[src/rtl/core/tcl_pkg.sv]
// Shared types and constants for the tile cache core.
`timescale 1ns / 1ps
package tcl_pkg;
	localparam int CAPACITY = 64;
	localparam int COORD_BITS = 16;
	localparam int SLOT_BITS = $clog2(CAPACITY);
	localparam int USE_BITS = $clog2(CAPACITY + 1);
	localparam int STAMP_BITS = 32;

	typedef enum logic [1:0] {
		ST_DIRTY = 2'd0,
		ST_WORKING = 2'd1,
		ST_PAINTED = 2'd2
	} slot_state_t;

	typedef enum logic [2:0] {
		K_REQUEST = 3'd0,
		K_DISPATCH = 3'd1,
		K_PAINT_DONE = 3'd2,
		K_INVALIDATE = 3'd3,
		K_QUERY = 3'd4
	} kind_t;

	typedef enum logic [2:0] {
		OP_TOUCH,
		OP_DIRTY,
		OP_WORK,
		OP_PAINT,
		OP_STALE
	} op_t;

	typedef enum logic [1:0] {
		FS_IDLE,
		FS_SCAN,
		FS_DECIDE,
		FS_APPLY
	} fsm_t;

	localparam logic CFG_TILE_LIMIT = 1'b0;
	localparam logic CFG_PAINT_INLINE = 1'b1;

	typedef struct packed {
		logic [COORD_BITS-1:0] col;
		logic [COORD_BITS-1:0] row;
		logic [1:0] state;
		logic stale;
		logic [STAMP_BITS-1:0] stamp;
	} slot_t;
endpackage

[src/rtl/core/tile_cache_lru_dirty_queue_core.sv]
// Top level of the tile cache: slot ring and its sequencer.
//
// Channel   Direction  Handshake               Payload
// command   in         start high, busy low    kind, tile_col, tile_row, done_slot
// result    out        valid, one cycle        slot_index .. paint_row
// config    in         cfg_valid and cfg_ready cfg_index, cfg_data
//
// The slots sit in a ring of cells that rotates one place per cycle while the
// sequencer scans or applies. Requests and dispatches take a scan pass, a
// decision step and an apply pass, skipped when nothing is written back; queries
// never apply. Paint done and invalidate take one apply pass; unused kinds none.
// Reset clears counters, state, flags; limit goes to 64; slots need none.
// The result is shown for one cycle and the receiver cannot stall it.
`timescale 1ns / 1ps
module tile_cache_lru_dirty_queue_core import tcl_pkg::*; (
	input logic clk,
	input logic arst_n,
	input logic start,
	output logic busy,
	input logic [2:0] kind,
	input logic [COORD_BITS-1:0] tile_col,
	input logic [COORD_BITS-1:0] tile_row,
	input logic [5:0] done_slot,
	output logic valid,
	output logic [5:0] slot_index,
	output logic hit,
	output logic pixels_ready,
	output logic refused,
	output logic dispatched,
	output logic [COORD_BITS-1:0] paint_col,
	output logic [COORD_BITS-1:0] paint_row,
	input logic cfg_valid,
	output logic cfg_ready,
	input logic cfg_index,
	input logic [6:0] cfg_data
);
	slot_t ring [CAPACITY];
	slot_t wb;
	logic shift;

	for (genvar i = 0; i < CAPACITY; i++) begin : g_cell
		if (i == CAPACITY - 1) begin : g_tail
			tcl_cell u_cell (.clk(clk), .shift(shift), .prev(wb), .slot(ring[i]));
		end else begin : g_body
			tcl_cell u_cell (.clk(clk), .shift(shift), .prev(ring[i+1]), .slot(ring[i]));
		end
	end

	tcl_ctrl u_ctrl (
		.clk(clk),
		.arst_n(arst_n),
		.start(start),
		.busy(busy),
		.kind(kind),
		.tile_col(tile_col),
		.tile_row(tile_row),
		.done_slot(done_slot),
		.valid(valid),
		.slot_index(slot_index),
		.hit(hit),
		.pixels_ready(pixels_ready),
		.refused(refused),
		.dispatched(dispatched),
		.paint_col(paint_col),
		.paint_row(paint_row),
		.cfg_valid(cfg_valid),
		.cfg_ready(cfg_ready),
		.cfg_index(cfg_index),
		.cfg_data(cfg_data),
		.head(ring[0]),
		.wb(wb),
		.shift(shift)
	);
endmodule

[src/rtl/core/tcl_cell.sv]
// One slot cell of the rotating slot ring.
`timescale 1ns / 1ps
module tcl_cell import tcl_pkg::*; (
	input logic clk,
	input logic shift,
	input slot_t prev,
	output slot_t slot
);
	slot_t slot_q;

	always_ff @(posedge clk) begin
		if (shift) begin
			slot_q <= prev;
		end
	end

	assign slot = slot_q;
endmodule

[src/rtl/core/tcl_ctrl.sv]
// Sequencer that scans the slot ring and writes back the selected slot, or marks every slot in use stale.
`timescale 1ns / 1ps
module tcl_ctrl import tcl_pkg::*; (
	input logic clk,
	input logic arst_n,
	input logic start,
	output logic busy,
	input logic [2:0] kind,
	input logic [COORD_BITS-1:0] tile_col,
	input logic [COORD_BITS-1:0] tile_row,
	input logic [5:0] done_slot,
	output logic valid,
	output logic [5:0] slot_index,
	output logic hit,
	output logic pixels_ready,
	output logic refused,
	output logic dispatched,
	output logic [COORD_BITS-1:0] paint_col,
	output logic [COORD_BITS-1:0] paint_row,
	input logic cfg_valid,
	output logic cfg_ready,
	input logic cfg_index,
	input logic [6:0] cfg_data,
	input slot_t head,
	output slot_t wb,
	output logic shift
);
	fsm_t state_q, state_nxt;
	logic [2:0] kind_q;
	logic [COORD_BITS-1:0] col_q, row_q;
	logic [SLOT_BITS-1:0] cnt_q, tgt_q;
	logic [USE_BITS-1:0] in_use_q, limit;
	logic [STAMP_BITS-1:0] tick_q;
	logic [6:0] limit_q;
	logic inline_q;
	op_t op_q;
	logic new_q;
	logic mf_q, mready_q, mstale_q;
	logic [SLOT_BITS-1:0] midx_q;
	logic pf_q, df_q, xf_q;
	logic [SLOT_BITS-1:0] pidx_q, didx_q, xidx_q;
	logic [STAMP_BITS-1:0] pst_q, dst_q, xst_q;
	logic [COORD_BITS-1:0] xcol_q, xrow_q;
	logic in_range, last, at_tgt, accept, apply_go;
	logic res_valid_q, res_hit_q, res_ready_q, res_ref_q, res_disp_q;
	logic [SLOT_BITS-1:0] res_idx_q;
	logic [COORD_BITS-1:0] res_col_q, res_row_q;

	assign cfg_ready = 1'b1;
	assign busy = (state_q != FS_IDLE);
	assign accept = start && !busy;
	assign limit = (limit_q > 7'(CAPACITY)) ? USE_BITS'(CAPACITY) : USE_BITS'(limit_q);
	assign in_range = {1'b0, cnt_q} < in_use_q;
	assign last = (cnt_q == SLOT_BITS'(CAPACITY - 1));
	assign at_tgt = (cnt_q == tgt_q);
	assign shift = (state_q == FS_SCAN) || (state_q == FS_APPLY);

	always_comb begin
		apply_go = 1'b0;
		if (kind_q == K_REQUEST) begin
			apply_go = mf_q || (in_use_q < limit) || pf_q || df_q;
		end else if (kind_q == K_DISPATCH) begin
			apply_go = xf_q;
		end
	end

	always_comb begin
		state_nxt = state_q;
		unique case (state_q)
			FS_IDLE: begin
				if (accept) begin
					case (kind)
						K_REQUEST, K_DISPATCH, K_QUERY: state_nxt = FS_SCAN;
						K_PAINT_DONE, K_INVALIDATE: state_nxt = FS_APPLY;
						default: state_nxt = FS_IDLE;
					endcase
				end
			end
			FS_SCAN: begin
				if (last) begin
					state_nxt = FS_DECIDE;
				end
			end
			FS_DECIDE: begin
				state_nxt = apply_go ? FS_APPLY : FS_IDLE;
			end
			FS_APPLY: begin
				if (last) begin
					state_nxt = FS_IDLE;
				end
			end
			default: state_nxt = FS_IDLE;
		endcase
	end

	always_comb begin
		wb = head;
		if (state_q == FS_APPLY) begin
			case (op_q)
				OP_TOUCH: begin
					if (at_tgt) begin
						wb.stamp = tick_q;
					end
				end
				OP_DIRTY: begin
					if (at_tgt) begin
						wb.stamp = tick_q;
						wb.col = col_q;
						wb.row = row_q;
						if (inline_q) begin
							wb.state = ST_PAINTED;
							wb.stale = 1'b0;
						end else begin
							wb.state = ST_DIRTY;
							wb.stale = new_q ? 1'b0 : head.stale;
						end
					end
				end
				OP_WORK: begin
					if (at_tgt) begin
						wb.state = ST_WORKING;
					end
				end
				OP_PAINT: begin
					if (at_tgt && in_range && head.state == ST_WORKING) begin
						wb.state = ST_PAINTED;
						wb.stale = 1'b0;
					end
				end
				OP_STALE: begin
					if (in_range) begin
						wb.stale = 1'b1;
					end
				end
				default: wb = head;
			endcase
		end
	end

	always_ff @(posedge clk or negedge arst_n) begin
		if (!arst_n) begin
			state_q <= FS_IDLE;
			cnt_q <= '0;
			in_use_q <= '0;
			tick_q <= '0;
			limit_q <= 7'(CAPACITY);
			inline_q <= 1'b0;
			res_valid_q <= 1'b0;
		end else begin
			state_q <= state_nxt;
			res_valid_q <= 1'b0;
			if (cfg_valid) begin
				if (cfg_index == CFG_TILE_LIMIT) begin
					limit_q <= cfg_data;
				end else if (cfg_index == CFG_PAINT_INLINE) begin
					inline_q <= cfg_data[0];
				end
			end
			if (shift) begin
				cnt_q <= cnt_q + 1'b1;
			end
			if (state_q == FS_IDLE && accept && kind > 3'(K_QUERY)) begin
				res_valid_q <= 1'b1;
			end
			if (state_q == FS_DECIDE) begin
				if (!apply_go) begin
					res_valid_q <= 1'b1;
				end
				if (kind_q == K_REQUEST && mf_q == 1'b0 && in_use_q < limit) begin
					in_use_q <= in_use_q + 1'b1;
				end
			end
			if (state_q == FS_APPLY && last) begin
				res_valid_q <= 1'b1;
				if (op_q == OP_TOUCH || op_q == OP_DIRTY) begin
					tick_q <= tick_q + 1'b1;
				end
			end
		end
	end

	always_ff @(posedge clk) begin
		if (state_q == FS_IDLE && accept) begin
			kind_q <= kind;
			col_q <= tile_col;
			row_q <= tile_row;
			tgt_q <= done_slot[SLOT_BITS-1:0];
			op_q <= (kind == K_INVALIDATE) ? OP_STALE : OP_PAINT;
			new_q <= 1'b0;
			mf_q <= 1'b0;
			pf_q <= 1'b0;
			df_q <= 1'b0;
			xf_q <= 1'b0;
			res_idx_q <= '0;
			res_hit_q <= 1'b0;
			res_ready_q <= 1'b0;
			res_ref_q <= 1'b0;
			res_disp_q <= 1'b0;
			res_col_q <= '0;
			res_row_q <= '0;
		end
		if (state_q == FS_SCAN && in_range) begin
			if (!mf_q && head.col == col_q && head.row == row_q) begin
				mf_q <= 1'b1;
				midx_q <= cnt_q;
				mready_q <= head.state == ST_PAINTED && !head.stale;
				mstale_q <= head.state == ST_PAINTED && head.stale;
			end
			if (head.state == ST_PAINTED && (!pf_q || head.stamp < pst_q)) begin
				pf_q <= 1'b1;
				pidx_q <= cnt_q;
				pst_q <= head.stamp;
			end
			if (head.state == ST_DIRTY && (!df_q || head.stamp < dst_q)) begin
				df_q <= 1'b1;
				didx_q <= cnt_q;
				dst_q <= head.stamp;
			end
			if (head.state == ST_DIRTY && (!xf_q || head.stamp > xst_q)) begin
				xf_q <= 1'b1;
				xidx_q <= cnt_q;
				xst_q <= head.stamp;
				xcol_q <= head.col;
				xrow_q <= head.row;
			end
		end
		if (state_q == FS_DECIDE) begin
			case (kind_q)
				K_REQUEST: begin
					op_q <= OP_DIRTY;
					res_ready_q <= inline_q;
					if (mf_q) begin
						tgt_q <= midx_q;
						res_idx_q <= midx_q;
						res_hit_q <= 1'b1;
						if (!mstale_q) begin
							op_q <= OP_TOUCH;
							res_ready_q <= mready_q;
						end
					end else if (in_use_q < limit) begin
						tgt_q <= in_use_q[SLOT_BITS-1:0];
						res_idx_q <= in_use_q[SLOT_BITS-1:0];
						new_q <= 1'b1;
					end else if (pf_q) begin
						tgt_q <= pidx_q;
						res_idx_q <= pidx_q;
					end else if (df_q) begin
						tgt_q <= didx_q;
						res_idx_q <= didx_q;
					end else begin
						res_ready_q <= 1'b0;
						res_ref_q <= 1'b1;
					end
				end
				K_DISPATCH: begin
					op_q <= OP_WORK;
					tgt_q <= xidx_q;
					if (xf_q) begin
						res_idx_q <= xidx_q;
						res_disp_q <= 1'b1;
						res_col_q <= xcol_q;
						res_row_q <= xrow_q;
					end
				end
				K_QUERY: begin
					if (mf_q) begin
						res_idx_q <= midx_q;
						res_hit_q <= 1'b1;
						res_ready_q <= mready_q;
					end
				end
				default: res_ref_q <= 1'b0;
			endcase
		end
	end

	assign valid = res_valid_q;
	assign slot_index = 6'(res_idx_q);
	assign hit = res_hit_q;
	assign pixels_ready = res_ready_q;
	assign refused = res_ref_q;
	assign dispatched = res_disp_q;
	assign paint_col = res_col_q;
	assign paint_row = res_row_q;
endmodule
[config.mk]
export PLATFORM = sky130hd
export DESIGN_NAME = tile_cache_lru_dirty_queue_core
export DESIGN_NICKNAME = d
export VERILOG_FILES = /design/src/rtl/core/tcl_pkg.sv /design/src/rtl/core/tile_cache_lru_dirty_queue_core.sv /design/src/rtl/core/tcl_cell.sv /design/src/rtl/core/tcl_ctrl.sv
export SDC_FILE = /design/constraint.sdc
export NUM_CORES = 2
export LEC_CHECK = 0
export ABC_AREA = 0
export BUFFER_PORTS_ARGS = -buffer_cell sky130_fd_sc_hd__buf_2
export CAP_MARGIN = 20
export CORE_UTILIZATION = 60
export DETAILED_ROUTE_END_ITERATION = 8
export GPL_TIMING_DRIVEN = 1
export MAX_ROUTING_LAYER = met4
export PLACE_DENSITY = 0.78
export SYNTH_ARGS = -nofsm -noshare
export SYNTH_HDL_FRONTEND = slang
export SYNTH_SLANG_ARGS = --single-unit
export TNS_END_PERCENT = 100
[constraint.sdc]
create_clock -name clk -period 176.8 [get_ports clk]
set_input_delay 8.84 -clock clk [delete_from_list [all_inputs] [get_ports clk]]
set_output_delay 8.84 -clock clk [all_outputs]
set_load 0.02 [all_outputs]
==> impl_metrics.csv <==
group,metric,value,unit
power_and_ir_drop,p_per_area,12.93,nW/um^2
die,die-area,241300,sq um
logic_synthesis,syn_area,143600,sq um
run_status,status,"finished, violations left",
timing,fin_crit,11.23,ns
layout,multiInputGateArea,6093,sq um
cts,clk_latency,0.98,ns
timing,setup_violations,0,
logic_synthesis,synthArstFlopShare,0.01220,
timing,timing.fmax,89.03,MHz
job,drv_cap,0,
die,coreArea,237900,sq um
layout,layout.cells.non_filler,9659,
logic_synthesis,ys_ff_latch,4589,
placed_design,dpl.hpwl,111400,microns
die,pin_count,98,
power_and_ir_drop,ir_drop,0.00001193,V
placed_design,port_buffers,96,
logic_synthesis,synthMostInstantiatedCell,"edfxtp_1",
global_route,antenna_found_initial,17,
routing,routedWlPerCell,27.49,microns
logic_synthesis,ys_warn_count,0,
logic_synthesis,avgSynthCellArea,25.76,sq um
logic_synthesis,synth_enable_flop_cells,4477,
die,die_w,491.2,microns
global_route,grt_max_degree,212,
logic_synthesis,yosys-top-cells-area,"edfxtp_1 94%, dfrtp_1 0.96%, ha_1 0.94%",
layout,area.sequential,137000,sq um
setup_path,crit_type,"reg2out",
routing,dr.first_iter.drc_count,6802,
setup_path,rr_startpoint,"u_ctrl.state_q[0]",
logic_synthesis,syn_nets,5736,
timing,rsz0062_at_grt,"false",
setup_path,worstPathArrival,2.39,ns
timing,tns,0,ns
cts,cts_setup_buffers,0,
logic_synthesis,synth-seq-area-share,0.9539,
timing,slew_headroom,0.2372,
logic_synthesis,synth_area_leader_cell,"edfxtp_1",
global_route,grt_use_total,0.2240,
worst_hold_path,hold_path_class,"reg2reg",
cts,ctsResizeCount,0,
placed_design,gp_congestion,0.8385,
logic_synthesis,ys.flop_type,"edfxtp_1",
timing,worstMarginPinSlew,1.144,ns
layout,area_growth,13.08,%
cts,cts_buffers,429,
cts,ctsHtreeMaxLevel,5,
die,row_count,179,
cts,clkTransAtPathRegs,0.07,ns
routing,antenna_left,0,
layout,nNetsFinal,6307,
routing,drc_errors,4,
run_status,violations,"design-rule violations",
worst_hold_path,hold_path_startpoint,"g_cell[46].g_body.u_cell.slot[6]",
setup_path,crit_start,"u_ctrl.state_q[0]",
routing,first_pass_iters,8,
logic_synthesis,syn_inst,5575,
routing,drt-vias-per-instance,5.723,
logic_synthesis,synthTopCellsByCount,"4477 x edfxtp_1, 140 x nand2_1, 117 x inv_1, 108 x ha_1, 80 x o21ai_0",
routing,wl,265600,microns
placed_design,dp_cells,8872,
layout,n_fill_cell,13248,
global_route,grt_pass1_vias,56317,
cts,cts-root-buf,"clkbuf_16",
layout,drive_gt1_frac,0.1345,
global_route,grt_overflow,0,
setup_path,cp_max_fo,71,
logic_synthesis,yosys.area.top_type_share,0.9363,
setup_path,start_kind,"flop",
cts,cts_tree,"built",
timing,fin_crit_sh,0.06354,
routing,vias,55278,
timing,finalHoldViolCount,0,
cts,clockBufferDepth,4,
die,initial_core_util,0.6037,
power_and_ir_drop,p_leak,0.06645,uW
cts,holdBufCountCts,0,
setup_path,ff2ff_setup_slack,169.95,ns
die,die_h,491.2,microns
timing,slew_viol_final,0,
global_route,grt_pass1_wl,379600,microns
setup_path,cp-end-kind,"output port",
logic_synthesis,synth_cell_types,70,
timing,skew,0.1091,ns
cts,clock_sinks,4589,
setup_path,required,167.96,ns
final cells by class:
class,count,area share
tap,3167,0.02440
multi-input combinational,833,0.03753
antenna,8,0.0001233
clock inverter,248,0.01399
sequential,4589,0.8435
timing repair buffer,175,0.008083
inverter,118,0.002728
clock buffer,521,0.06960
worst paths after layout:
| path | endpoint | depth (start not counted) |
|---|---|---|
| max | busy | 3 |
| min | g_cell[45].g_body.u_cell.slot[6] | 0 |
| max reg2reg | g_cell[47].g_body.u_cell.slot[37] | 6 |
| min reg2reg | g_cell[45].g_body.u_cell.slot[6] | 0 |
| max in group asynchronous | u_ctrl.state_q[0] | 2 |
| min in group asynchronous | u_ctrl.valid | 2 |
cell usage in the layout, fill, tap and decap left out, types with 50 or more instances in the layout:
| cell | n |
|---|---|
| a21oi_1 | 50 |
| buf_2 | 96 |
| buf_4 | 64 |
| clkbuf_1 | 79 |
| clkbuf_16 | 437 |
| clkinv_1 | 93 |
| clkinv_2 | 86 |
| dfrtp_1 | 54 |
| dfxtp_1 | 55 |
| edfxtp_1 | 4477 |
| ha_1 | 108 |
| inv_1 | 117 |
| mux2_2 | 72 |
| nand2_1 | 140 |
| o21ai_0 | 79 |
| xnor2_1 | 54 |
metrics by stage:
stage	hold slack, ns	area [sq um]	util	total power (uW)	setup WS [ns]
after global placement	0.4002	148500	0.6245	1202	165.61
after floorplan	0.4003	143600	-	1200	54.78
after detailed placement	0.4045	148500	0.6245	1202	165.42
after CTS	0.3315	162100	0.6815	2115	165.49
final	0.3335	162400	0.6827	2100	165.57
after global routing	0.3567	162400	0.6826	2153	165.43
critical path, stage by stage, from the launching register on:
cell,delay [ns]
dfrtp_4,0.99
nor2_1,0.18
inv_1,0.09
buf_2,0.16
routing by layer:
layer  up-vias  GRT usage  routed length [microns]
li1      23385          -                        -
met1     28372     0.2850                   100600
met2      2788     0.3594                   134200
met3       733    0.04298                    19520
met4         0    0.09121                    11280
met5         -          -                        0
kinds of logic after synthesis:
group | after synthesis | synth area share
AO/OA/AOI/OAI | 219 | 0.009463
flip-flops | 4589 | 0.9539
buffers and inverters | 153 | 0.004235
other | 1 | 0.00002612
multiplexers | 84 | 0.006527
adder cells (fa/ha/maj) | 108 | 0.009411
AND/OR/NAND/NOR | 341 | 0.01160
XOR/XNOR | 80 | 0.004880
power by group:
part / switching (uW) / total, uW / internal [uW]
Clock: 408 / 922 / 514
Combinational: 1.66 / 2.65 / 0.988
Sequential: 0.776 / 1180 / 1170
Total: 410 / 2100 / 1690
state kept, by name, summed over array words and instances (netlist names), 7 cells and up:
signal                     flops
u_ctrl.row_q                  16
u_ctrl.limit_q                 7
u_ctrl.xrow_q                 16
g_cell.g_body.u_cell.slot   4221
u_ctrl.col_q                  16
u_ctrl.pst_q                  32
u_ctrl.paint_col              16
u_ctrl.in_use_q                7
g_cell.g_tail.u_cell.slot     67
u_ctrl.tick_q                 32
u_ctrl.paint_row              16
u_ctrl.xcol_q                 16
u_ctrl.xst_q                  32
u_ctrl.dst_q                  32
(Power assumes the default switching activity.)
